==> src/rtl/lcsd_pkg.sv <==
`default_nettype none
package lcsd_pkg;

  localparam int LEVEL_W   = 16;
  localparam int FACTOR_W  = 14;
  localparam int TIME_W    = 32;
  localparam int RAND_W    = 32;
  localparam int DROP_W    = 14;
  localparam int DUR_W     = 24;
  localparam int INTV_W    = 28;

  localparam int DIV_DVD_W = 40;
  localparam int DIV_DVS_W = 29;
  localparam int DIV_CNT_W = 6;
  localparam logic [DIV_CNT_W-1:0] DIV_STEPS = 6'd40;

  localparam logic [LEVEL_W-1:0]  LEVEL_MAX   = 16'd65535;
  localparam logic [FACTOR_W-1:0] UNITY_BP    = 14'd10000;
  localparam logic [12:0]         HALF_UNITY  = 13'd5000;
  localparam logic [15:0]         ENV_FULL    = 16'd32768;
  localparam logic [15:0]         ENV_HALF    = 16'd16384;
  localparam logic [27:0]         RECIP_625   = 28'd219902326;

  localparam logic [2:0] REG_ENABLE   = 3'd0;
  localparam logic [2:0] REG_DROP_MIN = 3'd1;
  localparam logic [2:0] REG_DROP_MAX = 3'd2;
  localparam logic [2:0] REG_DUR_MIN  = 3'd3;
  localparam logic [2:0] REG_DUR_MAX  = 3'd4;
  localparam logic [2:0] REG_INT_MIN  = 3'd5;
  localparam logic [2:0] REG_INT_MAX  = 3'd6;

  typedef enum logic [1:0] {
    KIND_PASS  = 2'd0,
    KIND_SCALE = 2'd1,
    KIND_FRAME = 2'd2
  } lcsd_kind_t;

  typedef struct packed {
    logic              enable;
    logic [DROP_W-1:0] drop_min;
    logic [DROP_W-1:0] drop_max;
    logic [DUR_W-1:0]  dur_min;
    logic [DUR_W-1:0]  dur_max;
    logic [INTV_W-1:0] int_min;
    logic [INTV_W-1:0] int_max;
  } lcsd_cfg_t;

  typedef struct packed {
    lcsd_kind_t         kind;
    logic [TIME_W-1:0]  now;
    logic [RAND_W-1:0]  r_drop;
    logic [RAND_W-1:0]  r_dur;
    logic [RAND_W-1:0]  r_int;
    logic [LEVEL_W-1:0] level;
  } lcsd_item_t;

  typedef struct packed {
    logic                 start;
    logic [DIV_DVD_W-1:0] dividend;
    logic [DIV_DVS_W-1:0] divisor;
  } lcsd_div_req_t;

  typedef struct packed {
    logic                 done;
    logic [DIV_DVD_W-1:0] quot;
    logic [DIV_DVS_W-1:0] rem;
  } lcsd_div_rsp_t;

endpackage
`default_nettype wire

==> src/rtl/lcsd_front.sv <==
`default_nettype none
module lcsd_front (
  input  wire logic                  clk,
  input  wire logic                  rst_n,
  input  wire logic                  cfg_enable,
  input  wire logic                  in_tvalid,
  output logic                       in_tready,
  input  wire logic                  in_frame,
  input  wire logic [31:0]           in_now,
  input  wire logic [31:0]           in_r_drop,
  input  wire logic [31:0]           in_r_dur,
  input  wire logic [31:0]           in_r_int,
  input  wire logic [15:0]           in_level,
  output logic                       item_valid,
  output lcsd_pkg::lcsd_item_t       item,
  input  wire logic                  item_pop
);

  lcsd_pkg::lcsd_item_t q_r [2];
  lcsd_pkg::lcsd_item_t push_item;
  logic                 wr_ptr_r;
  logic                 rd_ptr_r;
  logic [1:0]           count_r;
  logic                 push;

  always_comb begin
    push_item.now    = in_now;
    push_item.r_drop = in_r_drop;
    push_item.r_dur  = in_r_dur;
    push_item.r_int  = in_r_int;
    push_item.level  = in_level;
    if (!cfg_enable) begin
      push_item.kind = lcsd_pkg::KIND_PASS;
    end else if (in_frame) begin
      push_item.kind = lcsd_pkg::KIND_FRAME;
    end else begin
      push_item.kind = lcsd_pkg::KIND_SCALE;
    end
  end

  assign in_tready  = (count_r != 2'd2);
  assign push       = in_tvalid && in_tready;
  assign item_valid = (count_r != 2'd0);
  assign item       = q_r[rd_ptr_r];

  always_ff @(posedge clk) begin
    if (push) begin
      q_r[wr_ptr_r] <= push_item;
    end
  end

  always_ff @(posedge clk) begin
    if (!rst_n) begin
      wr_ptr_r <= 1'b0;
      rd_ptr_r <= 1'b0;
      count_r  <= 2'd0;
    end else begin
      if (push) begin
        wr_ptr_r <= ~wr_ptr_r;
      end
      if (item_pop) begin
        rd_ptr_r <= ~rd_ptr_r;
      end
      case ({push, item_pop})
        2'b10:   count_r <= count_r + 2'd1;
        2'b01:   count_r <= count_r - 2'd1;
        default: count_r <= count_r;
      endcase
    end
  end

endmodule
`default_nettype wire

==> src/rtl/lcsd_div.sv <==
`default_nettype none
module lcsd_div (
  input  wire logic                    clk,
  input  wire logic                    rst_n,
  input  wire lcsd_pkg::lcsd_div_req_t req,
  output lcsd_pkg::lcsd_div_rsp_t      rsp
);

  logic [lcsd_pkg::DIV_DVD_W-1:0] quo_r;
  logic [lcsd_pkg::DIV_DVS_W-1:0] rem_r;
  logic [lcsd_pkg::DIV_DVS_W-1:0] dvs_r;
  logic [lcsd_pkg::DIV_CNT_W-1:0] cnt_r;
  logic                           busy_r;
  logic                           done_r;
  logic [lcsd_pkg::DIV_DVS_W:0]   trial;
  logic [lcsd_pkg::DIV_DVS_W:0]   diff;
  logic                           fits;

  assign trial = {rem_r, quo_r[lcsd_pkg::DIV_DVD_W-1]};
  assign diff  = trial - {1'b0, dvs_r};
  assign fits  = (trial >= {1'b0, dvs_r});

  always_ff @(posedge clk) begin
    if (req.start) begin
      quo_r <= req.dividend;
      rem_r <= '0;
      dvs_r <= req.divisor;
    end else if (busy_r) begin
      quo_r <= {quo_r[lcsd_pkg::DIV_DVD_W-2:0], fits};
      rem_r <= fits ? diff[lcsd_pkg::DIV_DVS_W-1:0] : trial[lcsd_pkg::DIV_DVS_W-1:0];
    end
  end

  always_ff @(posedge clk) begin
    if (!rst_n) begin
      busy_r <= 1'b0;
      done_r <= 1'b0;
      cnt_r  <= '0;
    end else begin
      done_r <= busy_r && (cnt_r == lcsd_pkg::DIV_CNT_W'(1));
      if (req.start) begin
        busy_r <= 1'b1;
        cnt_r  <= lcsd_pkg::DIV_STEPS;
      end else if (busy_r) begin
        cnt_r <= cnt_r - lcsd_pkg::DIV_CNT_W'(1);
        if (cnt_r == lcsd_pkg::DIV_CNT_W'(1)) begin
          busy_r <= 1'b0;
        end
      end
    end
  end

  assign rsp.done = done_r;
  assign rsp.quot = quo_r;
  assign rsp.rem  = rem_r;

endmodule
`default_nettype wire

==> src/rtl/lcsd_back.sv <==
`default_nettype none
module lcsd_back (
  input  wire logic                 clk,
  input  wire logic                 rst_n,
  input  wire lcsd_pkg::lcsd_cfg_t  cfg,
  input  wire logic                 cfg_clr,
  input  wire logic                 item_valid,
  input  wire lcsd_pkg::lcsd_item_t item,
  output logic                      item_pop,
  output logic                      out_tvalid,
  input  wire logic                 out_tready,
  output logic [15:0]               out_level,
  output logic                      out_active,
  output logic [13:0]               out_factor
);

  typedef enum logic [10:0] {
    S_IDLE         = 11'b00000000001,
    S_DRAW_START   = 11'b00000000010,
    S_DRAW_WAIT    = 11'b00000000100,
    S_EXPIRE       = 11'b00000001000,
    S_FACTOR_START = 11'b00000010000,
    S_FACTOR_WAIT  = 11'b00000100000,
    S_FACTOR_MUL   = 11'b00001000000,
    S_FACTOR_FIN   = 11'b00010000000,
    S_SCALE_MUL    = 11'b00100000000,
    S_SCALE_DIV    = 11'b01000000000,
    S_OUT          = 11'b10000000000
  } state_t;

  typedef enum logic [1:0] {
    DRAW_DROP = 2'd0,
    DRAW_DUR  = 2'd1,
    DRAW_INT  = 2'd2
  } draw_t;

  state_t               state_r, state_nxt;
  draw_t                draw_sel_r, draw_sel_nxt;
  lcsd_pkg::lcsd_item_t cur_r, cur_nxt;
  logic                 active_r, active_nxt;
  logic [31:0]          start_r, start_nxt;
  logic [23:0]          len_r, len_nxt;
  logic [13:0]          drop_r, drop_nxt;
  logic [31:0]          next_r, next_nxt;
  logic [13:0]          factor_r, factor_nxt;
  logic [15:0]          env_r, env_nxt;
  logic [30:0]          prod_r, prod_nxt;
  logic [15:0]          res_level_r, res_level_nxt;
  logic                 out_valid_r, out_valid_nxt;
  logic [15:0]          out_level_r, out_level_nxt;
  logic                 out_active_r, out_active_nxt;
  logic [13:0]          out_factor_r, out_factor_nxt;

  lcsd_pkg::lcsd_div_req_t div_req;
  lcsd_pkg::lcsd_div_rsp_t div_rsp;

  logic [27:0] draw_lo;
  logic [27:0] draw_hi;
  logic [31:0] draw_rand;
  logic [28:0] draw_span;
  logic [28:0] draw_sum;
  logic [27:0] draw_val;
  logic        draw_store;
  logic [31:0] fire_diff;
  logic [31:0] elapsed;
  logic [23:0] elapsed_c;
  logic [15:0] progress;
  logic [15:0] env_tail;
  logic [30:0] dropped_sum;
  logic [15:0] dropped;
  logic [26:0] scale_y;
  logic [54:0] scale_q;
  logic [17:0] scaled;
  logic        out_load;

  lcsd_div u_div (
    .clk   (clk),
    .rst_n (rst_n),
    .req   (div_req),
    .rsp   (div_rsp)
  );

  always_comb begin
    case (draw_sel_r)
      DRAW_DROP: begin
        draw_lo   = {14'd0, cfg.drop_min};
        draw_hi   = {14'd0, cfg.drop_max};
        draw_rand = cur_r.r_drop;
      end
      DRAW_DUR: begin
        draw_lo   = {4'd0, cfg.dur_min};
        draw_hi   = {4'd0, cfg.dur_max};
        draw_rand = cur_r.r_dur;
      end
      default: begin
        draw_lo   = cfg.int_min;
        draw_hi   = cfg.int_max;
        draw_rand = cur_r.r_int;
      end
    endcase
  end

  assign draw_span   = {1'b0, draw_hi} - {1'b0, draw_lo} + 29'd1;
  assign draw_sum    = {1'b0, draw_lo} + div_rsp.rem;
  assign fire_diff   = item.now - next_r;
  assign elapsed     = cur_r.now - start_r;
  assign elapsed_c   = (elapsed > {8'd0, len_r}) ? len_r : elapsed[23:0];
  assign progress    = (div_rsp.quot[15:0] > lcsd_pkg::ENV_FULL) ? lcsd_pkg::ENV_FULL
                                                                 : div_rsp.quot[15:0];
  assign env_tail    = lcsd_pkg::ENV_FULL - progress;
  assign dropped_sum = prod_r + {15'd0, lcsd_pkg::ENV_HALF};
  assign dropped     = dropped_sum[30:15];
  assign scale_y     = prod_r[30:4];
  assign scale_q     = {28'd0, scale_y} * {27'd0, lcsd_pkg::RECIP_625};
  assign scaled      = scale_q[54:37];

  always_comb begin
    state_nxt      = state_r;
    draw_sel_nxt   = draw_sel_r;
    cur_nxt        = cur_r;
    active_nxt     = active_r;
    start_nxt      = start_r;
    len_nxt        = len_r;
    drop_nxt       = drop_r;
    next_nxt       = next_r;
    factor_nxt     = factor_r;
    env_nxt        = env_r;
    prod_nxt       = prod_r;
    res_level_nxt  = res_level_r;
    out_valid_nxt  = out_valid_r && !out_tready;
    out_level_nxt  = out_level_r;
    out_active_nxt = out_active_r;
    out_factor_nxt = out_factor_r;
    item_pop       = 1'b0;
    out_load       = 1'b0;
    draw_store     = 1'b0;
    draw_val       = draw_lo;
    div_req.start    = 1'b0;
    div_req.dividend = {8'd0, draw_rand};
    div_req.divisor  = draw_span;

    case (state_r)
      S_IDLE: begin
        if (item_valid) begin
          item_pop = 1'b1;
          cur_nxt  = item;
          case (item.kind)
            lcsd_pkg::KIND_PASS: begin
              active_nxt    = 1'b0;
              factor_nxt    = lcsd_pkg::UNITY_BP;
              res_level_nxt = item.level;
              state_nxt     = S_OUT;
            end
            lcsd_pkg::KIND_FRAME: begin
              if (!active_r && !fire_diff[31]) begin
                start_nxt    = item.now;
                active_nxt   = 1'b1;
                draw_sel_nxt = DRAW_DROP;
                state_nxt    = S_DRAW_START;
              end else begin
                state_nxt = S_EXPIRE;
              end
            end
            default: begin
              state_nxt = S_SCALE_MUL;
            end
          endcase
        end
      end
      S_DRAW_START: begin
        if (draw_hi <= draw_lo) begin
          draw_store = 1'b1;
        end else begin
          div_req.start = 1'b1;
          state_nxt     = S_DRAW_WAIT;
        end
      end
      S_DRAW_WAIT: begin
        if (div_rsp.done) begin
          draw_val   = draw_sum[27:0];
          draw_store = 1'b1;
        end
      end
      S_EXPIRE: begin
        if (active_r && (len_r != 24'd0) && (elapsed >= {8'd0, len_r})) begin
          active_nxt = 1'b0;
        end
        state_nxt = S_FACTOR_START;
      end
      S_FACTOR_START: begin
        if (!active_r || (len_r == 24'd0)) begin
          factor_nxt = lcsd_pkg::UNITY_BP;
          state_nxt  = S_SCALE_MUL;
        end else begin
          div_req.start    = 1'b1;
          div_req.dividend = {1'b0, elapsed_c, 15'd0};
          div_req.divisor  = {5'd0, len_r};
          state_nxt        = S_FACTOR_WAIT;
        end
      end
      S_FACTOR_WAIT: begin
        if (div_rsp.done) begin
          env_nxt   = (progress <= lcsd_pkg::ENV_HALF) ? {progress[14:0], 1'b0}
                                                       : {env_tail[14:0], 1'b0};
          state_nxt = S_FACTOR_MUL;
        end
      end
      S_FACTOR_MUL: begin
        prod_nxt  = {1'b0, {16'd0, drop_r} * {14'd0, env_r}};
        state_nxt = S_FACTOR_FIN;
      end
      S_FACTOR_FIN: begin
        if (dropped >= {2'd0, lcsd_pkg::UNITY_BP}) begin
          factor_nxt = '0;
        end else begin
          factor_nxt = lcsd_pkg::UNITY_BP - dropped[13:0];
        end
        state_nxt = S_SCALE_MUL;
      end
      S_SCALE_MUL: begin
        prod_nxt  = {1'b0, {14'd0, cur_r.level} * {16'd0, factor_r}}
                  + {18'd0, lcsd_pkg::HALF_UNITY};
        state_nxt = S_SCALE_DIV;
      end
      S_SCALE_DIV: begin
        res_level_nxt = (scaled > {2'd0, lcsd_pkg::LEVEL_MAX}) ? lcsd_pkg::LEVEL_MAX
                                                               : scaled[15:0];
        state_nxt     = S_OUT;
      end
      S_OUT: begin
        if (!out_valid_r || out_tready) begin
          out_load       = 1'b1;
          out_valid_nxt  = 1'b1;
          out_level_nxt  = res_level_r;
          out_active_nxt = active_r;
          out_factor_nxt = factor_r;
          state_nxt      = S_IDLE;
        end
      end
      default: begin
        state_nxt = S_IDLE;
      end
    endcase

    if (draw_store) begin
      case (draw_sel_r)
        DRAW_DROP: drop_nxt = draw_val[13:0];
        DRAW_DUR:  len_nxt  = draw_val[23:0];
        default:   next_nxt = cur_r.now + {4'd0, draw_val};
      endcase
      if (draw_sel_r == DRAW_INT) begin
        state_nxt = S_EXPIRE;
      end else begin
        draw_sel_nxt = draw_t'(draw_sel_r + 2'd1);
        state_nxt    = S_DRAW_START;
      end
    end

    if (cfg_clr) begin
      active_nxt = 1'b0;
    end
  end

  always_ff @(posedge clk) begin
    cur_r        <= cur_nxt;
    env_r        <= env_nxt;
    prod_r       <= prod_nxt;
    res_level_r  <= res_level_nxt;
    out_level_r  <= out_level_nxt;
    out_active_r <= out_active_nxt;
    out_factor_r <= out_factor_nxt;
  end

  always_ff @(posedge clk) begin
    if (!rst_n) begin
      state_r     <= S_IDLE;
      draw_sel_r  <= DRAW_DROP;
      active_r    <= 1'b0;
      start_r     <= '0;
      len_r       <= '0;
      drop_r      <= '0;
      next_r      <= '0;
      factor_r    <= lcsd_pkg::UNITY_BP;
      out_valid_r <= 1'b0;
    end else begin
      state_r     <= state_nxt;
      draw_sel_r  <= draw_sel_nxt;
      active_r    <= active_nxt;
      start_r     <= start_nxt;
      len_r       <= len_nxt;
      drop_r      <= drop_nxt;
      next_r      <= next_nxt;
      factor_r    <= factor_nxt;
      out_valid_r <= out_valid_nxt;
    end
  end

  assign out_tvalid = out_valid_r;
  assign out_level  = out_level_r;
  assign out_active = out_active_r;
  assign out_factor = out_factor_r;

  a_factor_range: assert property (@(posedge clk) disable iff (!rst_n)
    factor_r <= lcsd_pkg::UNITY_BP)
    else $error("scale factor above unity");

  a_pop_idle: assert property (@(posedge clk) disable iff (!rst_n)
    item_pop |-> (state_r == S_IDLE) && item_valid)
    else $error("queue popped outside idle");

  a_pass_unity: assert property (@(posedge clk) disable iff (!rst_n)
    (out_load && !cfg.enable) |=> (out_factor_r == lcsd_pkg::UNITY_BP) && !out_active_r)
    else $error("disabled transaction not passed at unity");

  a_div_done: assert property (@(posedge clk) disable iff (!rst_n)
    div_rsp.done |-> (state_r == S_DRAW_WAIT) || (state_r == S_FACTOR_WAIT))
    else $error("divider result with no waiting step");

  a_out_hold: assert property (@(posedge clk) disable iff (!rst_n)
    (out_valid_r && !out_tready) |-> !out_load)
    else $error("result overwritten while stalled");

endmodule
`default_nettype wire

==> src/rtl/led_cloud_shadow_dimmer.sv <==
// LED cloud shadow dimmer.
// in_*: one transaction per LED channel level; in_tuser marks the first
// channel of a frame, in_tdata carries the time stamp, three random words and
// the level. out_*: one transaction per input, in order, with the dimmed level,
// the scale factor and the cloud flag. cfg_*: APB-style register port, one
// register per word; pready is always high and every write completes at once.
// A two-deep queue sits behind in_tready, and a result register sits on the
// output, so input keeps flowing while a finished result waits.
// Ordinary items pass the back end through scale multiply, scale divide and
// output (straight to output with the overlay disabled). A frame-start item
// first checks expiry and, with a cloud running, waits on an envelope division
// in the shared one-bit-per-cycle divider; a cloud that arms first adds three
// modulo draws in the same divider (drop, duration, interval), each done
// without a division when max <= min.
// Reset: overlay disabled, registers at their defaults, no cloud, unity factor,
// next fire time zero so the first enabled frame with a time stamp below 2^31 arms a cloud.
// A stalled receiver holds the result register; once the queue fills,
// in_tready drops until results drain.
`default_nettype none
module led_cloud_shadow_dimmer (
  input  wire logic         clk,
  input  wire logic         rst_n,
  input  wire logic         in_tvalid,
  output logic              in_tready,
  input  wire logic [143:0] in_tdata,   // now_ms, rand_drop, rand_duration, rand_interval, level_in
  input  wire logic         in_tuser,   // frame_start
  output logic              out_tvalid,
  input  wire logic         out_tready,
  output logic [31:0]       out_tdata,  // level_out, factor_out, zero fill
  output logic              out_tuser,  // cloud_active
  input  wire logic         cfg_psel,
  input  wire logic         cfg_penable,
  input  wire logic         cfg_pwrite,
  input  wire logic [4:0]   cfg_paddr,
  input  wire logic [31:0]  cfg_pwdata,
  output logic [31:0]       cfg_prdata,
  output logic              cfg_pready
);

  lcsd_pkg::lcsd_cfg_t  cfg_r;
  lcsd_pkg::lcsd_item_t item;
  logic                 item_valid;
  logic                 item_pop;
  logic                 cfg_wr;
  logic                 cfg_clr;
  logic [2:0]           cfg_idx;
  logic [15:0]          out_level;
  logic [13:0]          out_factor;

  assign cfg_pready = 1'b1;
  assign cfg_idx    = cfg_paddr[4:2];
  assign cfg_wr     = cfg_psel && cfg_penable && cfg_pwrite && cfg_pready;
  assign cfg_clr    = cfg_wr && (cfg_idx == lcsd_pkg::REG_ENABLE) && !cfg_pwdata[0];

  always_ff @(posedge clk) begin
    if (!rst_n) begin
      cfg_r.enable   <= 1'b0;
      cfg_r.drop_min <= 14'd3000;
      cfg_r.drop_max <= 14'd6000;
      cfg_r.dur_min  <= 24'd30000;
      cfg_r.dur_max  <= 24'd300000;
      cfg_r.int_min  <= 28'd300000;
      cfg_r.int_max  <= 28'd1800000;
    end else if (cfg_wr) begin
      case (cfg_idx)
        lcsd_pkg::REG_ENABLE:   cfg_r.enable   <= cfg_pwdata[0];
        lcsd_pkg::REG_DROP_MIN: cfg_r.drop_min <= cfg_pwdata[13:0];
        lcsd_pkg::REG_DROP_MAX: cfg_r.drop_max <= cfg_pwdata[13:0];
        lcsd_pkg::REG_DUR_MIN:  cfg_r.dur_min  <= cfg_pwdata[23:0];
        lcsd_pkg::REG_DUR_MAX:  cfg_r.dur_max  <= cfg_pwdata[23:0];
        lcsd_pkg::REG_INT_MIN:  cfg_r.int_min  <= cfg_pwdata[27:0];
        lcsd_pkg::REG_INT_MAX:  cfg_r.int_max  <= cfg_pwdata[27:0];
        default: ;
      endcase
    end
  end

  always_comb begin
    case (cfg_idx)
      lcsd_pkg::REG_ENABLE:   cfg_prdata = {31'd0, cfg_r.enable};
      lcsd_pkg::REG_DROP_MIN: cfg_prdata = {18'd0, cfg_r.drop_min};
      lcsd_pkg::REG_DROP_MAX: cfg_prdata = {18'd0, cfg_r.drop_max};
      lcsd_pkg::REG_DUR_MIN:  cfg_prdata = {8'd0, cfg_r.dur_min};
      lcsd_pkg::REG_DUR_MAX:  cfg_prdata = {8'd0, cfg_r.dur_max};
      lcsd_pkg::REG_INT_MIN:  cfg_prdata = {4'd0, cfg_r.int_min};
      lcsd_pkg::REG_INT_MAX:  cfg_prdata = {4'd0, cfg_r.int_max};
      default:                cfg_prdata = 32'd0;
    endcase
  end

  lcsd_front u_front (
    .clk        (clk),
    .rst_n      (rst_n),
    .cfg_enable (cfg_r.enable),
    .in_tvalid  (in_tvalid),
    .in_tready  (in_tready),
    .in_frame   (in_tuser),
    .in_now     (in_tdata[31:0]),
    .in_r_drop  (in_tdata[63:32]),
    .in_r_dur   (in_tdata[95:64]),
    .in_r_int   (in_tdata[127:96]),
    .in_level   (in_tdata[143:128]),
    .item_valid (item_valid),
    .item       (item),
    .item_pop   (item_pop)
  );

  lcsd_back u_back (
    .clk        (clk),
    .rst_n      (rst_n),
    .cfg        (cfg_r),
    .cfg_clr    (cfg_clr),
    .item_valid (item_valid),
    .item       (item),
    .item_pop   (item_pop),
    .out_tvalid (out_tvalid),
    .out_tready (out_tready),
    .out_level  (out_level),
    .out_active (out_tuser),
    .out_factor (out_factor)
  );

  assign out_tdata = {2'd0, out_factor, out_level};

endmodule
`default_nettype wire

==> config.mk <==
export PLATFORM = sky130hd
export DESIGN_NAME = led_cloud_shadow_dimmer
export DESIGN_NICKNAME = d
export VERILOG_FILES = /design/src/rtl/lcsd_pkg.sv /design/src/rtl/lcsd_front.sv /design/src/rtl/lcsd_div.sv /design/src/rtl/lcsd_back.sv /design/src/rtl/led_cloud_shadow_dimmer.sv
export SDC_FILE = /design/constraint.sdc
export NUM_CORES = 2
export LEC_CHECK = 0
export ABC_AREA = 0
export ABC_CLOCK_PERIOD_IN_PS = 6500
export BUFFER_PORTS_ARGS = -buffer_cell sky130_fd_sc_hd__buf_2
export CORE_MARGIN = 2
export CORE_UTILIZATION = 58
export DETAILED_ROUTE_END_ITERATION = 8
export PLACE_DENSITY = 0.86
export REMOVE_ABC_BUFFERS = 1
export SETUP_SLACK_MARGIN = 0.02
export SYNTH_ARGS = -nofsm -noshare
export SYNTH_HDL_FRONTEND = slang
export SYNTH_HIERARCHICAL = 1
export SYNTH_SLANG_ARGS = --single-unit
==> constraint.sdc <==
create_clock -name clk -period 6.5 [get_ports clk]
set_clock_uncertainty 0.1 [all_clocks]
set_input_delay 0.325 -clock clk [delete_from_list [all_inputs] [get_ports clk]]
set_output_delay 0.325 -clock clk [all_outputs]
set_load 0.01 [all_outputs]
Yosys cells after proc, flatten, opt, wreduce, memory -nomap -nowiden
Memories as Yosys holds them, arrays and structs flattened. A register that Yosys moved wholly into a read port is not among the register bits. Cells that the tools add are included.

Bits in latches: 0. Logic and storage cells: 219. ROM bits: 0. Register bits: 612. Memories kept: 1. Bits in writable memories: 292. Bits of input ports: 189.

Bitwise operators: 4. Reduce and logical (&&, ||, !) cells: 50. Muxes and demuxes: 66. Equality and inequality tests: 35. Magnitude comparators: 8. Divide/modulo/power cells: 0. $add $sub $neg: 15. Multiply operators: 3. Shifts and indexed selects: 0.

Memory list: u_front.q_r (words 2, width 146, read ports 1, clocked after memory_dff 1, wr ports 1, RTL line lcsd_front.sv:19) `lcsd_pkg::lcsd_item_t q_r [2];`.

Operators with widths (count): $pmux W28 S7 (1); $pmux W11 S11 (1); $pmux W28 S2 (2); $mux W16 (5); $mux W40 (2); $mux W70 (1); $mux W69 (1); $pmux W32 S2 (1); $sub A32 B32 Y32 (2); $pmux W31 S2 (1); $mux W14 (4); $mux W28 (2); $mux W11 (5); $mul A27 B27 Y54 const B (1); $pmux W14 S3 (1); $add A32 B28 Y32 (1); $ge A32 B24 Y1 (1); $gt A32 B24 Y1 (1); $pmux W16 S2 (1); $add A30 B13 Y31 const B (1); $add A31 B15 Y31 const B (1); $ge A30 B29 Y1 (1); $mul A14 B16 Y30 (1); $mul A16 B14 Y30 (1); other kinds (60) (142).

Longest topological paths before layout
Depth after elaboration: 9. Depth in mapped cells: 30. Mapped depth without buffers: 28.

Hierarchy
Netlist, hierarchy kept.

By module, submodules not included: lcsd_back (times used 1, cells an instance 5567, sequential area each 9619.2 sq um, area an instance 51214.1 sq um); lcsd_front (times used 1, cells an instance 479, sequential area each 8868.5 sq um, area an instance 10767.8 sq um); led_cloud_shadow_dimmer (times used 1, cells an instance 669, sequential area each 2662.6 sq um, area an instance 6202.2 sq um); lcsd_div (times used 1, cells an instance 579, sequential area each 2812.7 sq um, area an instance 6015.8 sq um).

Worst setup path before layout
No wires, ideal clock.

Path type: register to register. Start: register u_back.prod_r[11]. End: register u_back.res_level_r[8], data pin. Arrival: 6617 ps. Required time: 6248 ps. Period minus slack after synthesis: 6870 ps. Slack: -370 ps. Stages on the path, launching flop included: 24. Setup time: 152 ps. Cell sequence: edfxtp_1 > ha_1 > fa_1 > inv_1 > fa_1 > fa_1 > fa_1 > inv_1 > fa_1 > inv_1 > fa_1 > inv_1 > ha_1 > and4_1 > nand4_1 > nor4_1 > o311ai_0 > a31oi_1 > o311ai_0 > o21ai_0 > mux2i_1 > buf_2 > mux2i_1 > o21ai_0.

Word-level cells in the longest chain between the ends: 4.

RTL lines: from (decl) (RTL line lcsd_back.sv:47) `logic [30:0] prod_r, prod_nxt;`; from (signal assigned) (RTL line lcsd_back.sv:267) `prod_r <= prod_nxt;`; $mul A27 B27 Y54 * (RTL line lcsd_back.sv:114) `assign scale_q = {28'd0, scale_y} * {27'd0, lcsd_pkg::RECIP_625};`; $gt A18 B16 Y1 (RTL line lcsd_back.sv:226) `res_level_nxt = (scaled > {2'd0, lcsd_pkg::LEVEL_MAX}) ? lcsd_pkg::LEVEL_MAX`; $mux W16 * (RTL line lcsd_back.sv:226); $pmux W16 S2 * (RTL line lcsd_back.sv:142) `case (state_r)`; named net u_back.res_level_nxt[8] (RTL line lcsd_back.sv:48) `logic [15:0] res_level_r, res_level_nxt;`; to (signal assigned) (RTL line lcsd_back.sv:268) `res_level_r <= res_level_nxt;`; to (decl) (RTL line lcsd_back.sv:48).

The timed path passes the listed nets; every way through them passes the cells marked *. A chain may end at the register's enable or synchronous reset.

Worst setup path in the final report
Start: register u_back.prod_r[23]. End: register u_back.res_level_r[12], data pin.

The elaborated chain is that of the path after synthesis.

==> flow_metrics.py <==
metrics = {
    "status": {
        "status": "finished with violations",
        "failed_checks": "DRC, setup timing",
    },
    "logic_synthesis": {
        "synth.area.top_cells": "edfxtp_1, fa_1, ha_1, dfxtp_1, inv_1",
        "ys_warn_count": 6,
        "netlist.area_leader.share_pct": 24.0,
        "syn_area_per_cell_um2": 10.2,
        "synth_seq_area_share_pct": 32.3,
        "synth_edf_count": 594,
        "synth_flop_cell": "edfxtp_1",
        "yosys.cell_types.count": 108,
        "synth_area_um2": 74200,
        "synthArstFlopShare_pct": 0,
        "synthCells": 7294,
        "ys_ff_latch": 900,
        "yosysTopAreaCell": "edfxtp_1",
    },
    "timing": {
        "max_freq_mhz": 139,
        "rsz0062_at_grt": "yes",
        "slew_viol_final": 0,
        "finalWorstSetupSlack_ns": -0.684,
        "min_period_ns": 7.18,
        "fin_crit_sh_pct": 111,
        "worst_slew_pin_slew_ns": 1.39,
        "relSlewSlack_pct": 7.07,
        "hold_viol_final": 0,
        "finalSetupViolCount": 26,
        "timing.hold.ws_ns": 0.189,
    },
    "cts": {
        "path_clk_slew_ns": 0.07,
        "cts_tree": "done",
        "clock-root-buffer": "clkbuf_16",
        "clk_path_buf_depth": 3,
        "cts_buffers": 95,
        "cts.sink_count": 900,
        "h-tree-depth": 3,
        "clk_latency_ns": 0.76,
    },
    "layout": {
        "seq_area_um2": 24000,
        "area_delta_synth_final_pct": 17.5,
        "fin_area_um2": 87200,
        "multi_input_area_um2": 45900,
        "fin_nets": 9668,
        "final_layout_size_suffix_gt1_share_pct": 18.1,
        "nFillCells": 8438,
    },
    "min_path": {
        "min_path_type": "input pin to flip-flop",
        "hold_end": "cfg_r[121]",
        "holdCritStartpoint": "cfg_pwrite",
        "min_path_cells": 5,
    },
    "route": {
        "drt_iter0_drc": 8354,
        "finalWirelength_um": 245000,
        "drc": 156,
        "wl_per_cell_um": 24.8,
        "ant_nets": 0,
        "viasPerCell": 6.25,
        "drtPass1Iterations": 9,
        "vias": 61756,
    },
    "critical_path": {
        "worstReg2RegStart": "u_back/prod_r[23]",
        "endpoint_kind": "flip-flop",
        "arrival_ns": 7.63,
        "crit_buf_inv": 7,
        "worst_r2r_path_depth": 25,
        "cp_max_fo": 5,
        "rrSetupSlack_ns": -0.68,
        "crit_required_ns": 6.95,
        "critPathSlowestCell": "fa_1",
        "crit_type": "flip-flop to flip-flop",
        "cp_slowest_stage_delay_ns": 0.55,
        "cp_common_cell": "fa_1",
        "critical_path.top_delay_family": "adder cells",
        "startpoint_type": "flip-flop",
        "r2r_end": "u_back/res_level_r[12]",
    },
    "floorplan": {
        "core_area_um2": 127000,
        "initial_core_util_pct": 58.3,
        "io_pins": 257,
        "die-area_um2": 131000,
        "dieWidth_um": 362,
        "die_height_um": 362,
        "num_rows": 131,
    },
    "pwr": {
        "report.power.total_mw": 51.5,
        "leakage_nw": 39.0,
        "ir_worst_vdd_uv": 1560,
        "powerDensity_nw_per_um2": 590,
    },
    "placement": {
        "postPlaceCellArea_um2": 80400,
        "place.gp.congestion": 1.04,
        "hpwl_um": 165000,
        "port_buffers": 243,
    },
    "global_route": {
        "overflow": 0,
        "grt_pass1_wl_um": 356000,
        "antenna_found_initial": 20,
        "grt_pass1_vias": 62485,
        "grt.total_usage_pct": 35.2,
        "grt_max_degree": 175,
    },
    "job": {
        "cap_violations": 0,
    },
}
cells by family after synthesis:
group | count (synthesis) | share of synthesized area, %
adder cells (fa/ha/maj) | 1354 | 29.5
flip-flops | 900 | 32.3
AO/OA/AOI/OAI | 1159 | 10.4
buffers and inverters | 1395 | 7.41
multiplexers | 432 | 6.18
AND/OR/NAND/NOR | 1829 | 11.5
other | 3 | 0.0152
XOR/XNOR | 222 | 2.66
metrics by stage:
step	setup slack (ns)	setup TNS (ns)	std cells	util, %
floorplan	-2.11	-303.23	7007	-
global placement	-0.832	-14.38	9442	63.2
detailed placement	-0.976	-17.86	9442	63.2
CTS	-0.444	-6.25	9810	67.6
global route	-0.893	-17.26	9864	68.5
finish	-0.684	-11.63	9878	68.5
worst max-delay path by stage:
stage	start	end	slack, ns	cells after the start
after floorplan	u_back/draw_sel_r[1]	u_back/u_div/quo_r[0]	-2.11	12
after global placement	u_back/prod_r[11]	u_back/res_level_r[14]	-0.83	24
after detailed placement	u_back/prod_r[11]	u_back/res_level_r[14]	-0.98	24
after CTS	u_back/prod_r[23]	u_back/res_level_r[13]	-0.44	26
after global routing	u_back/prod_r[23]	u_back/res_level_r[15]	-0.89	25
final	u_back/prod_r[23]	u_back/res_level_r[12]	-0.68	25
cell usage after synthesis (all sizes together) (67+ instances only):
library cell and count:
inv 1103, o21ai 230, o211ai 68, ha 690
buf 98, nor2b 67, clkbuf 194, mux2 201
nand2 733, xor2 79, a21o 95, edfxtp 594
nand3 82, nor2 419, xnor2 143, mux2i 230
and2 180, nor3 78, a21oi 351, dfxtp 306
fa 664
worst min-delay path, stage by stage:
cell      delay, ns
buf_2          0.11
nand4_1        0.08
buf_4          0.29
o31ai_1        0.10
o211ai_1       0.09
where the power goes:
group          internal, mW  switching, mW  total (mW)
combinational          17.4           20.6        37.9
clock                  3.15           2.58        5.73
sequential             7.22          0.578        7.79
total                  27.7           23.7        51.5
layer usage:
layer  vias to the layer above  part of all wire [%]  track usage (%)
met4                        22                   8.8             22.4
met1                     29674                    34             41.7
met3                      1501                    11             8.81
met2                      4273                    46             57.6
li1                      26286                     -                -
met5                         -                 0.093                0
timing repair:
action,CTS,global route
gates cloned,1,0
hold buffers,175,0
endpoints found under the hold margin,451,0
buffers inserted,20,56
pin swaps,60,155
resized for setup,114,185
setup endpoints to repair,32,57
placed cells by master, fill, tap and decap left out, types with 49 or more instances in the layout:
master / netlist / layout
dlygate4sd3_1: 0 / 175
nor2_1: 417 / 409
nor3_1: 75 / 68
a21oi_1: 349 / 327
clkbuf_16: 0 / 95
xor2_1: 78 / 77
nor2b_1: 66 / 64
mux2_2: 201 / 201
a211oi_1: 54 / 49
mux2i_1: 230 / 229
inv_1: 1103 / 1080
buf_2: 39 / 242
a21o_1: 95 / 95
buf_4: 33 / 551
nand2_1: 733 / 723
dfxtp_1: 306 / 287
fa_1: 664 / 633
nand4_1: 56 / 56
ha_1: 690 / 652
o21ai_0: 223 / 202
and2_1: 179 / 176
edfxtp_1: 594 / 594
nand3_1: 81 / 78
xnor2_1: 142 / 140
o211ai_1: 67 / 67
layout make-up:
| type | count | area share [%] |
|---|---|---|
| clock inverter | 58 | 0.807 |
| inverter | 1103 | 4.76 |
| tap | 1662 | 2.39 |
| sequential | 900 | 27.5 |
| antenna | 16 | 0.0459 |
| multi-input combinational | 5004 | 52.6 |
| clock buffer | 114 | 2.87 |
| timing repair buffer | 1021 | 8.96 |
state kept, by name (all words and copies together) (netlist names), 15 cells and up, named ones only:
| register | count |
|---|---|
| cfg_r | 133 |
| u_back/cur_r | 144 |
| u_back/env_r | 15 |
| u_back/len_r | 24 |
| u_back/next_r | 32 |
| u_back/out_level | 16 |
| u_back/prod_r | 27 |
| u_back/res_level_r | 16 |
| u_back/start_r | 32 |
| u_back/u_div/dvs_r | 29 |
| u_back/u_div/quo_r | 40 |
| u_back/u_div/rem_r | 29 |
| u_front/q_r | 292 |
(Power assumes the default switching activity.)
